<file path="config.mk">
export PLATFORM = sky130hd
export DESIGN_NAME = integer_radix_digit_formatter_unit
export DESIGN_NICKNAME = d
export VERILOG_FILES = /design/src/rtl/irdf_pkg.sv /design/src/rtl/integer_radix_digit_formatter_unit.sv
export SDC_FILE = /design/constraint.sdc
export NUM_CORES = 1
export LEC_CHECK = 0
export BUFFER_PORTS_ARGS = -buffer_cell sky130_fd_sc_hd__buf_2
export CORE_MARGIN = 5
export CORE_UTILIZATION = 55
export CTS_BUF_LIST = sky130_fd_sc_hd__clkbuf_4 sky130_fd_sc_hd__clkbuf_8
export DETAILED_ROUTE_END_ITERATION = 8
export GPL_ROUTABILITY_DRIVEN = 0
export GPL_TIMING_DRIVEN = 0
export MAX_ROUTING_LAYER = met4
export PLACE_DENSITY = 0.73
export SLEW_MARGIN = 20
export SYNTH_ARGS = -nofsm -noshare
export SYNTH_HDL_FRONTEND = slang
export SYNTH_SLANG_ARGS = --single-unit
</file>
<file path="constraint.sdc">
create_clock -name clk -period 19.7 [get_ports clk]
set_input_delay 3.94 -clock clk [delete_from_list [all_inputs] [get_ports clk]]
set_output_delay 3.94 -clock clk [all_outputs]
set_load 0.05 [all_outputs]
</file>
<file path="src/rtl/irdf_pkg.sv">
// Shared types and constants for the integer radix digit formatter.
// No dependencies; imported by integer_radix_digit_formatter_unit.
package irdf_pkg;

  localparam int STEP_BITS = 8;
  localparam int RADIX_W   = 5;
  localparam int DIGIT_W   = 4;
  localparam int CHAR_W    = 7;

  localparam logic [2:0] LEN_CHAR  = 3'd0;
  localparam logic [2:0] LEN_SHORT = 3'd1;
  localparam logic [2:0] LEN_INT   = 3'd2;

  localparam logic       KIND_SIGNED = 1'b0;

  localparam logic [RADIX_W-1:0] RADIX_MIN = 5'd2;
  localparam logic [RADIX_W-1:0] RADIX_MAX = 5'd16;

  typedef logic [CHAR_W-1:0] char_t;

  localparam char_t DIGITS_UPPER [16] = '{
    7'h30, 7'h31, 7'h32, 7'h33, 7'h34, 7'h35, 7'h36, 7'h37,
    7'h38, 7'h39, 7'h41, 7'h42, 7'h43, 7'h44, 7'h45, 7'h46
  };

  localparam char_t DIGITS_LOWER [16] = '{
    7'h30, 7'h31, 7'h32, 7'h33, 7'h34, 7'h35, 7'h36, 7'h37,
    7'h38, 7'h39, 7'h61, 7'h62, 7'h63, 7'h64, 7'h65, 7'h66
  };

endpackage

</file>
<file path="src/rtl/integer_radix_digit_formatter_unit.sv">
// Integer to ASCII digit formatter, one word in, one digit word out at a time.
// Operation: the value is loaded, then each digit is computed on the shared
// 8-bit-per-cycle long divider; the digits are then read back, most significant first,
// and sent. Input is stalled while busy, so one word is formatted at a time.
// Reset: synchronous; clears the sequencer and the output valid, digit store needs none.
// Depends on irdf_pkg.
module integer_radix_digit_formatter_unit #(
  parameter int VALUE_BITS = 64
) (
  input  logic                     clk,
  input  logic                     rst,
  input  logic                     in_valid,
  output logic                     in_stall,
  input  logic                     kind,
  input  logic [63:0]              value,
  input  logic [2:0]               length_code,
  input  logic [4:0]               radix,
  input  logic                     uppercase,
  output logic                     out_valid,
  input  logic                     out_stall,
  output irdf_pkg::char_t          digit_char,
  output logic                     negative,
  output logic                     last_digit
);
  import irdf_pkg::*;

  localparam int CHUNKS   = (VALUE_BITS + STEP_BITS - 1) / STEP_BITS;
  localparam int DIV_BITS = CHUNKS * STEP_BITS;
  localparam int CHUNK_W  = $clog2(CHUNKS);
  localparam int ADDR_W   = $clog2(VALUE_BITS);

  typedef enum logic [2:0] {S_IDLE, S_DIV, S_READ, S_SHOW, S_HOLD} state_t;

  state_t               state;
  logic [CHUNK_W-1:0]   chunk;
  logic [ADDR_W-1:0]    ptr;
  logic [DIV_BITS-1:0]  quo;
  logic [DIGIT_W-1:0]   rem;
  logic [RADIX_W-1:0]   rad;
  logic                 upper;
  logic                 neg;
  logic [DIGIT_W-1:0]   digit_mem [VALUE_BITS];
  logic [DIGIT_W-1:0]   rd_digit;

  logic [VALUE_BITS-1:0] raw;
  logic [VALUE_BITS-1:0] mask;
  logic [VALUE_BITS-1:0] masked;
  logic [VALUE_BITS-1:0] mag;
  logic                  sign_bit;
  logic                  is_neg;
  logic [RADIX_W-1:0]    rad_in;

  logic [STEP_BITS-1:0]  top_bits;
  logic [STEP_BITS-1:0]  q_bits;
  logic [RADIX_W-1:0]    r_step;
  logic [DIGIT_W-1:0]    rem_next;
  logic [DIV_BITS-1:0]   quo_next;
  logic                  last_chunk;
  logic                  in_acc;
  logic                  out_acc;

  assign in_acc  = in_valid && !in_stall;
  assign out_acc = out_valid && !out_stall;
  assign in_stall = (state != S_IDLE);

  always_comb begin
    raw = value[VALUE_BITS-1:0];
    case (length_code)
      LEN_CHAR: begin
        mask     = ~({VALUE_BITS{1'b1}} << 8);
        sign_bit = raw[7];
      end
      LEN_SHORT: begin
        mask     = ~({VALUE_BITS{1'b1}} << 16);
        sign_bit = raw[15];
      end
      LEN_INT: begin
        mask     = ~({VALUE_BITS{1'b1}} << 32);
        sign_bit = raw[31];
      end
      default: begin
        mask     = {VALUE_BITS{1'b1}};
        sign_bit = raw[VALUE_BITS-1];
      end
    endcase
    masked = raw & mask;
    is_neg = (kind == KIND_SIGNED) && sign_bit;
    mag    = is_neg ? ((~masked + 1'b1) & mask) : masked;
    if (radix < RADIX_MIN) begin
      rad_in = RADIX_MIN;
    end else if (radix > RADIX_MAX) begin
      rad_in = RADIX_MAX;
    end else begin
      rad_in = radix;
    end
  end

  always_comb begin
    top_bits = quo[DIV_BITS-1 -: STEP_BITS];
    r_step   = {1'b0, rem};
    q_bits   = '0;
    for (int i = STEP_BITS - 1; i >= 0; i--) begin
      r_step = {r_step[DIGIT_W-1:0], top_bits[i]};
      if (r_step >= rad) begin
        r_step    = r_step - rad;
        q_bits[i] = 1'b1;
      end
    end
    rem_next   = r_step[DIGIT_W-1:0];
    quo_next   = {quo[DIV_BITS-STEP_BITS-1:0], q_bits};
    last_chunk = (chunk == CHUNK_W'(CHUNKS - 1));
  end

  always_ff @(posedge clk) begin
    if (state == S_DIV && last_chunk) begin
      digit_mem[ptr] <= rem_next;
    end
    rd_digit <= digit_mem[ptr];
  end

  always_ff @(posedge clk) begin
    if (rst) begin
      state     <= S_IDLE;
      chunk     <= '0;
      ptr       <= '0;
      out_valid <= 1'b0;
    end else begin
      case (state)
        S_IDLE: begin
          if (in_acc) begin
            quo   <= DIV_BITS'(mag);
            rem   <= '0;
            rad   <= rad_in;
            upper <= uppercase;
            neg   <= is_neg;
            chunk <= '0;
            ptr   <= '0;
            state <= S_DIV;
          end
        end
        S_DIV: begin
          quo <= quo_next;
          if (last_chunk) begin
            chunk <= '0;
            rem   <= '0;
            if (quo_next == '0) begin
              state <= S_READ;
            end else begin
              ptr <= ptr + 1'b1;
            end
          end else begin
            chunk <= chunk + 1'b1;
            rem   <= rem_next;
          end
        end
        S_READ: begin
          state <= S_SHOW;
        end
        S_SHOW: begin
          digit_char <= upper ? DIGITS_UPPER[rd_digit] : DIGITS_LOWER[rd_digit];
          negative   <= neg;
          last_digit <= (ptr == '0);
          out_valid  <= 1'b1;
          state      <= S_HOLD;
        end
        S_HOLD: begin
          if (out_acc) begin
            out_valid <= 1'b0;
            if (last_digit) begin
              state <= S_IDLE;
            end else begin
              ptr   <= ptr - 1'b1;
              state <= S_READ;
            end
          end
        end
        default: begin
          state     <= S_IDLE;
          out_valid <= 1'b0;
        end
      endcase
    end
  end

  a_idle_no_output: assert property (@(posedge clk) disable iff (rst)
    !in_stall |-> !out_valid)
    else $error("Output word valid while the unit takes input.");

  a_last_frees_input: assert property (@(posedge clk) disable iff (rst)
    (out_acc && last_digit) |=> !in_stall)
    else $error("Unit did not return to idle after the final digit.");

  a_more_digits_busy: assert property (@(posedge clk) disable iff (rst)
    (out_acc && !last_digit) |=> in_stall && !out_valid)
    else $error("Unit left the item before its final digit.");

  a_radix_range: assert property (@(posedge clk) disable iff (rst)
    (state == S_DIV) |-> (rad >= RADIX_MIN && rad <= RADIX_MAX && rem < rad))
    else $error("Divider radix or remainder out of range.");

endmodule
</file>
# Word-level counts from Yosys, hierarchy flattened
# Memories as Yosys holds them, arrays and structs flattened. A register that Yosys moved wholly into a read port is not among the register bits.
# Index checks and enable logic that the tools add are counted.
# word_totals
inputBits	78
romBits	224
out_inout_bits	11
memories	3
ram_bits	256
ff_bits	97
elab_cells	130
# op_classes
magnitude_cmp	11
n_reduce_logical	22
mux	49
bitwise_logic	7
n_addsub	12
n_eq_ne	13
# mem_list
name	depth	width	rd	rd_clocked_by_memory_dff	wr	line	source
digit_mem	64	4	1	1	1	integer_radix_digit_formatter_unit.sv:42	logic [DIGIT_W-1:0] digit_mem [VALUE_BITS];
(no name shown)	16	7	1	0	0	integer_radix_digit_formatter_unit.sv:160	digit_char <= upper ? DIGITS_UPPER[rd_digit] : DIGITS_LOWER[rd_digit];
(no name shown)	16	7	1	0	0	integer_radix_digit_formatter_unit.sv:160	
# ops
cell	n
one-hot mux 64 bit (3 select lines)	1
bitwise AND 64 bit	2
two-way mux 64 bit	2
one-hot mux 64 bit (2 select lines)	1
adder 64 x 1 -> 64 bit (second input constant)	1
zero test 64 bit	1
inverter 64 bit	1
greater-or-equal comparator 5 bit	8
two-way mux 4 bit	10
two-way mux 7 bit	5
subtractor 4 bit	8
two-way mux 6 bit	5
two-way mux 3 bit	6
one-hot mux 6 bit (3 select lines)	1
one-hot mux 3 bit (5 select lines)	1
two-way mux 1 bit	11
inequality test 2 bit (second input constant)	5
== test 3 x 2 -> 1 bit (second input constant)	3
one-hot mux 4 bit (2 select lines)	1
adder 6 x 1 -> 6 bit (second input constant)	1
== test 3 x 1 -> 1 bit (second input constant)	2
== test 3 bit (second input constant)	2
zero test 3 bit	2
zero test 6 bit	1
22 further kinds	33

# Logic depth before layout (Yosys ltp)
# Gate-level depths: netlist (run 1).
# logic_depth
word_depth	20
depth_mapped	48
mapped_depth_nobuf	48

# Worst setup path before layout (run 1)
# No wires, ideal clock.
# synth_timing
path_type	reg-to-reg
start	reg rad[1]
end	mem digit_mem[0][0] (data pin)
period_less_slack_ns	11.896
setup_time_ns	0.552
path_buffers	0
arrival_ns	11.344
path_stages_with_launch	41
setup_slack_ns	7.804
required_ns	19.148
cell_sequence	edfxtp_1 -> inv_1 -> ha_1 -> a31oi_1 -> o21ai_1 -> mux2_2 -> ha_1 -> o211ai_1 -> o21ai_0 -> mux2_2 -> ha_1 -> nand2_1 -> o21ai_1 -> mux2_2 -> inv_1 -> ha_1 -> nor2b_1 -> o31a_1 -> [... 5 more ...] -> o21a_1 -> ha_1 -> a21o_1 -> a31oi_1 -> o21ai_1 -> a211oi_1 -> a21oi_1 -> ha_1 -> a21o_1 -> a31oi_1 -> o21ai_1 -> a21oi_1 -> ha_1 -> nor2b_1 -> o21ai_0 -> a31oi_1 -> nor2_1 -> a21oi_1
# synth_between
elab_chain_cells	16
word_cells_on_any_way	23
classes_between	add/sub (7); order compare (8); mux (8)
# synth_rtl
item	line	source
start: declaration	integer_radix_digit_formatter_unit.sv:39	logic [RADIX_W-1:0] rad;
start signal: assignment	integer_radix_digit_formatter_unit.sv:133	rad <= rad_in;
subtractor 4 bit or greater-or-equal comparator 5 bit (tied branches)	integer_radix_digit_formatter_unit.sv:105, integer_radix_digit_formatter_unit.sv:104	
two-way mux 4 bit	integer_radix_digit_formatter_unit.sv:104	if (r_step >= rad) begin
subtractor 4 bit or greater-or-equal comparator 5 bit (tied branches)	integer_radix_digit_formatter_unit.sv:105, integer_radix_digit_formatter_unit.sv:104	
two-way mux 4 bit	integer_radix_digit_formatter_unit.sv:104	
subtractor 4 bit or greater-or-equal comparator 5 bit (tied branches)	integer_radix_digit_formatter_unit.sv:105, integer_radix_digit_formatter_unit.sv:104	
two-way mux 4 bit	integer_radix_digit_formatter_unit.sv:104	
greater-or-equal comparator 5 bit or subtractor 4 bit (tied branches)	integer_radix_digit_formatter_unit.sv:104, integer_radix_digit_formatter_unit.sv:105	
two-way mux 4 bit	integer_radix_digit_formatter_unit.sv:104	
subtractor 4 bit or greater-or-equal comparator 5 bit (tied branches)	integer_radix_digit_formatter_unit.sv:105, integer_radix_digit_formatter_unit.sv:104	
two-way mux 4 bit	integer_radix_digit_formatter_unit.sv:104	
subtractor 4 bit or greater-or-equal comparator 5 bit (tied branches)	integer_radix_digit_formatter_unit.sv:105, integer_radix_digit_formatter_unit.sv:104	
two-way mux 4 bit	integer_radix_digit_formatter_unit.sv:104	
subtractor 4 bit or greater-or-equal comparator 5 bit (tied branches)	integer_radix_digit_formatter_unit.sv:105, integer_radix_digit_formatter_unit.sv:104	
two-way mux 4 bit	integer_radix_digit_formatter_unit.sv:104	
greater-or-equal comparator 5 bit (*)	integer_radix_digit_formatter_unit.sv:104	
two-way mux 4 bit (*)	integer_radix_digit_formatter_unit.sv:104	
net r_step[0]	integer_radix_digit_formatter_unit.sv:55	logic [RADIX_W-1:0] r_step;
end: declaration	integer_radix_digit_formatter_unit.sv:42	
# Mark *: on every way through the listed nets, which the timed path passes. The rest lies on a longest branch.

# Worst setup path in the final report (run 1)
# layout_timing
start	reg rad[1]
end	mem digit_mem[13][0] (data pin)
# The elaborated chain is that of the path after synthesis.

==> flow_summary_export.csv, run 1 <==
group,metric,value,unit
clock_tree,clk_path_buf_depth,3,
critical_path,required,20.12,ns
logic_synthesis,synth_edf_count,340,
die,die_h,189,microns
die,core,31600,sq um
grt,first_global_vias,13306,
critical_path,worstPathArrival,13.74,ns
route,first_pass_iters,6,
clock_tree,cts_tree,"done",
timing,fin_crit_sh,67.6,%
timing,finalClockSkew,0.0588,ns
grt,grt_pass1_wl,76700,microns
grt,grt.total_usage,28.3,%
finish,drive_gt1_share,14.2,%
critical_path,cpPeakStageDelay,0.82,ns
route,routed_wl,50400,microns
die,io_pins,89,
route,ant_nets,0,
route,drtIter0Drc,1673,
logic_synthesis,ys_seq_area_share,59.8,%
clock_tree,cts_setup_buffers,0,
clock_tree,worstSkewPairLatency,0.63,ns
critical_path,crit_path_end_kind,"flip-flop",
timing,setup_tns,0,ns
logic_synthesis,synth.distinct_cells,74,
critical_path,cp_max_fo,30,
grt,grt.overflow.total,0,
timing,setup_viol,0,
route,viasPerCell,6.58,
placement,port_buffers,82,
die,initial_core_util,55.8,%
logic_synthesis,ys_seq_elements,357,
critical_path,path_common_cell,"ha_1",
critical_path,critical_path_class,"flip-flop to flip-flop",
critical_path,slowest_stage,"a31oi_1",
clock_tree,cts-buffers-inserted,56,
grt,antenna_found_initial,0,
logic_synthesis,synthFlopType,"edfxtp_1",
die,row_count,65,
timing,hold_viol_final,0,
status,status,"finished clean",
logic_synthesis,synth_cells,1464,
clock_tree,cts_resized,0,
critical_path,start_kind,"flip-flop",
clock_tree,cts_max_level,2,
job,maxCapViolations,0,
clock_tree,root_buffer,"clkbuf_8",
route,via_count,13509,
route,route.detailed.drc,0,
timing,relSlewSlack,32.4,%
finish,final_common_cell,"edfxtp_1",
timing,slew_violations,0,
grt,grt_max_degree,66,
clock_tree,clk_pin_slew,0.07,ns
finish,nFillCells,2505,
timing,tightest_slew,1.01,ns
placement,hpwl,34200,microns
logic_synthesis,ys_async_sr_fraction,0,%
finish,layout_common_cells,"edfxtp_1, nor2_1, nand2_1",
finish,fin_nets,1744,
die,die_area,35800,sq um
logic_synthesis,synth_area,17600,sq um
timing,rsz0062_at_grt,"false",
die,die_w,189,microns
worst_hold_path,min_path_type,"flip-flop to flip-flop",
clock_tree,clkSinkCount,357,
route,wire_per_inst,24.6,microns
logic_synthesis,ys_warn_count,0,
timing,fmax,0.0751,GHz
timing,period_minus_slack,13.31,ns
finish,areaGrowthSynthToFinish,12.2,%
logic_synthesis,synth_nets,1600,
logic_synthesis,synth.avg_cell_area,12.1,sq um
clock_tree,cts.hold.buffers_added,0,
[registers in the layout, indices dropped and copies added, names as in the netlist, 3 cells and up]
register	count
digit_char	7
quo	64
rem	4
ptr	6
chunk	3
rad	5
state	3
digit_mem	256
rd_digit	4
[layer usage]
layer / GRT usage, % / wire length (microns)
met4: 9.70 / 1840
met3: 5.81 / 4950
met2: 45.9 / 24200
met1: 35.9 / 19400
met5: - / 0
[synthesized netlist by cell type (3+ instances only)]
master	count	share of area [%]
edfxtp_1	340	58
nor2_1	140	3.0
nand2_1	114	2.4
a22oi_1	69	2.9
a21oi_1	60	1.7
o21ai_0	60	1.7
a31oi_1	56	2.0
clkbuf_1	56	1.2
ha_1	49	3.5
xnor2_1	49	2.4
inv_1	45	0.96
nor4_1	38	1.3
a22o_1	33	1.6
a221oi_1	32	1.6
nor3_1	30	0.85
o31ai_1	21	0.89
mux2_2	18	1.1
a21o_1	17	0.72
dfxtp_1	17	1.9
nand2b_1	16	0.57
xor2_1	15	0.74
o21ai_1	14	0.40
mux2i_1	13	0.74
buf_2	12	0.34
o21a_1	12	0.51
nor3b_1	11	0.47
fa_1	9	1.0
nand3_1	9	0.26
nor2b_1	8	0.28
nand4_1	7	0.25
or3_1	7	0.25
buf_1	6	0.13
nand3b_1	6	0.26
o211ai_1	5	0.21
a211oi_1	4	0.17
a31o_2	4	0.20
o41ai_1	4	0.20
or4_1	4	0.17
and3_1	3	0.11
nor3_2	3	0.17
or2_2	3	0.11
[area by class of cell]
class	instances	area, sq um	area share, %
buffer	75	304	1.54
clock inverter	24	160	0.809
inverter	46	173	0.872
tap	402	503	2.54
multi-input combinational	986	6660	33.6
sequential	357	10600	53.3
timing repair buffer	86	513	2.59
clock buffer	76	940	4.75
antenna	1	2.50	0.0126
[final timing paths]
check | from | end | slack [ns] | cells past startpoint
max | rad[1]$_SDFFCE_PP1P_ | digit_mem[13][0]$_DFFE_PP_ | 6.39 | 45
min | neg$_DFFE_PP_ | negative$_DFFE_PP_ | 0.42 | 0
max reg2reg | rad[1]$_SDFFCE_PP1P_ | digit_mem[13][0]$_DFFE_PP_ | 6.39 | 45
min reg2reg | neg$_DFFE_PP_ | negative$_DFFE_PP_ | 0.42 | 0
[kinds of logic (layout without fill, tap and decap cells)]
logic type / Yosys count / count (layout) / synth area share, %
DFF: 357 / 357 / 59.8
buffers and inverters: 121 / 307 / 2.70
and+or+nand+nor: 413 / 413 / 11.5
muxes: 31 / 31 / 1.89
xor gates and xnor gates: 64 / 64 / 3.18
AOI/OAI and AO/OA: 420 / 420 / 16.5
adders and majority gates: 58 / 58 / 4.50
other: 0 / 1 / 0
[stage by stage]
| step | area, sq um | hold WS [ns] | setup WS, ns | utilization, % | std cells |
|---|---|---|---|---|---|
| 2_1_floorplan | 17600 | 0.400 | 7.80 | - | 1464 |
| 3_3_place_gp | 18600 | 0.403 | 3.68 | 58.7 | 1948 |
| 3_5_place_dp | 18700 | 0.425 | 6.52 | 59.1 | 1952 |
| 4_1_cts | 19800 | 0.426 | 6.37 | 62.6 | 2052 |
| 5_1_grt | 19800 | 0.435 | 5.26 | 62.6 | 2052 |
| 6_report | 19800 | 0.418 | 6.39 | 62.6 | 2053 |
[worst max-delay path, delay by kind of cell, from the launching register on]
| family | cells | cell delay [ns] |
|---|---|---|
| AND/OR/NAND/NOR | 3 | 0.43 |
| flip-flops | 1 | 0.70 |
| buffers and inverters | 5 | 0.99 |
| multiplexers | 4 | 1.56 |
| adder cells (fa/ha/maj) | 8 | 2.51 |
| AO/OA/AOI/OAI | 25 | 6.87 |
Power of run 1 is left out: the tool's default activity adds up to more than one toggle a clock period on the data nets, which glitch-free logic cannot reach.
==> run 2: changes to the inputs <==
--- a/config.mk
+++ b/config.mk
@@ -5,6 +5,7 @@
 export SDC_FILE = /design/constraint.sdc
 export NUM_CORES = 1
 export LEC_CHECK = 0
+export ABC_AREA = 1
 export BUFFER_PORTS_ARGS = -buffer_cell sky130_fd_sc_hd__buf_2
 export CORE_MARGIN = 5
 export CORE_UTILIZATION = 55
==> constraint.sdc (replaced) <==
create_clock -name clk -period 12.99 [get_ports clk]
set_input_delay 2.598 -clock clk [delete_from_list [all_inputs] [get_ports clk]]
set_output_delay 2.598 -clock clk [all_outputs]
set_load 0.05 [all_outputs]
==> flow_summary_export.csv, run 2 <==
group,metric,value,unit
logic_synthesis,ys_async_sr_fraction,0,%
logic_synthesis,synth_area,18500,sq um
finish,fin_nets,2224,
logic_synthesis,synth.top_cells.by_area,"edfxtp_1, nand2_1, inv_1, nor2_1, ha_1",
die,initial_core_util,55.5,%
logic_synthesis,ys_seq_area_share,56.9,%
grt,grt.overflow.total,0,
timing,relSlewSlack,20.7,%
placement,pre_cts_ws,0.424,ns
logic_synthesis,ys_seq_elements,357,
route,highest_layer,"met4",
route,wl_met3,5000,microns
critical_path,critical_path_class,"flip-flop to flip-flop",
timing,finalClockSkew,0.0314,ns
clock_tree,clk_pin_slew,0.06,ns
critical_path,path_common_cell,"nand2_1",
critical_path,start_kind,"flip-flop",
route,wl_met2,25400,microns
route,routed_wl,53500,microns
die,row_count,67,
critical_path,crit_path_end_kind,"flip-flop",
critical_path,slowest_stage,"edfxtp_1",
timing,fin_crit_sh,92.2,%
die,io_pins,89,
die,die_h,194,microns
finish,top_regs,"digit_mem x256, quo x64, digit_char x7",
finish,layout_common_cells,"nand2_1, edfxtp_1, inv_1",
route,route.detailed.drc,0,
route,via_count,15228,
logic_synthesis,yosysTopAreaCellShare,55.1,%
finish,fin_cells,2578,
die,die_w,194,microns
route,drtIter0Drc,1523,
finish,nFillCells,2797,
logic_synthesis,synth.distinct_cells,52,
critical_path,worstPathArrival,12.30,ns
logic_synthesis,synth_cells,1936,
route,first_pass_iters,6,
critical_path,cpPeakStageDelay,0.47,ns
grt,grt.total_usage,28.5,%
critical_path,crit_buf_inv,9,
clock_tree,clkSinkCount,357,
timing,period_minus_slack,11.98,ns
worst_hold_path,min_path_type,"flip-flop to flip-flop",
route,wire_per_inst,20.8,microns
route,wl_met1,20500,microns
finish,diodes,0,
logic_synthesis,synthTopCellsByCount,"nand2_1, edfxtp_1, inv_1",
timing,slew_violations,0,
critical_path,cp_top_family,"simple AND/OR/NAND/NOR gates",
finish,drive_gt1_share,13.0,%
die,core,33400,sq um
logic_synthesis,synthFlopType,"edfxtp_1",
critical_path,ff2ff_setup_slack,1.01,ns
timing,rsz0062_at_grt,"false",
finish,areaGrowthSynthToFinish,12.4,%
logic_synthesis,synth.avg_cell_area,9.57,sq um
finish,largest_register_ffs,256,
status,status,"finished clean",
die,die_area,37500,sq um
grt,first_global_vias,14841,
timing,finalWorstSetupSlack,1.01,ns
logic_synthesis,synth_nets,2072,
clock_tree,cts_max_level,2,
clock_tree,root_buffer,"clkbuf_8",
grt,antenna_found_initial,0,
logic_synthesis,synth_edf_count,340,
grt,grt_pass1_wl,81900,microns
grt,grt_max_degree,65,
timing,setup_tns,0,ns
clock_tree,clk_path_buf_depth,3,
timing,tightest_slew,1.18,ns
timing,hold_ws,0.429,ns
placement,port_buffers,87,
critical_path,required,13.32,ns
logic_synthesis,yosys.area.top_type,"edfxtp_1",
clock_tree,cts.hold.buffers_added,0,
timing,hold_viol_final,0,
route,ant_nets,0,
placement,post-place-cells,2476,
clock_tree,worstSkewPairLatency,0.61,ns
route,viasPerCell,5.91,
timing,fmax,0.0835,GHz
logic_synthesis,synth.most_common_cell,"nand2_1",
clock_tree,cts-buffers-inserted,55,
clock_tree,cts_tree,"done",
finish,final_common_cell,"nand2_1",
logic_synthesis,ys_warn_count,0,
timing,setup_viol,0,
job,maxCapViolations,0,
placement,hpwl,37900,microns
finish,top_register,"digit_mem",
critical_path,cp_max_fo,44,
[run 2: area by class of cell]
cell class,instances,area [sq um],area share [%]
clock buffers,73,898,4.31
multi-input cells,1316,6960,33.4
repair buffers,95,581,2.79
clock inverters,26,215,1.03
inverters,206,777,3.73
flip-flops and latches,357,10600,50.7
well taps,448,561,2.69
plain buffers,57,285,1.37
[run 2: per-stage QoR]
step	utilization, %	instance area (sq um)
after floorplan	-	18500
after global placement	58.5	19500
after detailed placement	59.0	19700
after CTS	62.3	20800
after global routing	62.4	20800
final	62.4	20800
[run 2: worst paths after layout]
kind | start | cells after the start | to
setup reg to reg | rad[1]$_SDFFCE_PP1P_ | 58 | digit_mem[40][0]$_DFFE_PP_
hold / removal | neg$_DFFE_PP_ | 0 | negative$_DFFE_PP_
setup / recovery | rad[1]$_SDFFCE_PP1P_ | 58 | digit_mem[40][0]$_DFFE_PP_
hold reg to reg | neg$_DFFE_PP_ | 0 | negative$_DFFE_PP_
[run 2: per-layer routing]
| layer | global-route usage, % | vias up |
|---|---|---|
| met4 | 13.4 | 0 |
| met1 | 35.4 | 7136 |
| li1 | - | 7025 |
| met5 | - | - |
| met2 | 45.9 | 891 |
| met3 | 4.77 | 176 |
[run 2: cell families after synthesis]
group                      after synthesis  synth area share, %
buffers and inverters                  263                 5.71
DFF                                    357                 56.9
AOI/OAI and AO/OA                      324                 10.7
muxes                                    2                0.122
and+or+nand+nor                        906                 21.0
xor gates and xnor gates                26                 1.23
adders and majority gates               58                 4.28
[run 2: repair_timing]
action,in CTS,in global routing
setup buffers,0,3
gates resized for setup,0,4
setup endpoints to repair,0,269
Power of run 2 is left out for the same reason.
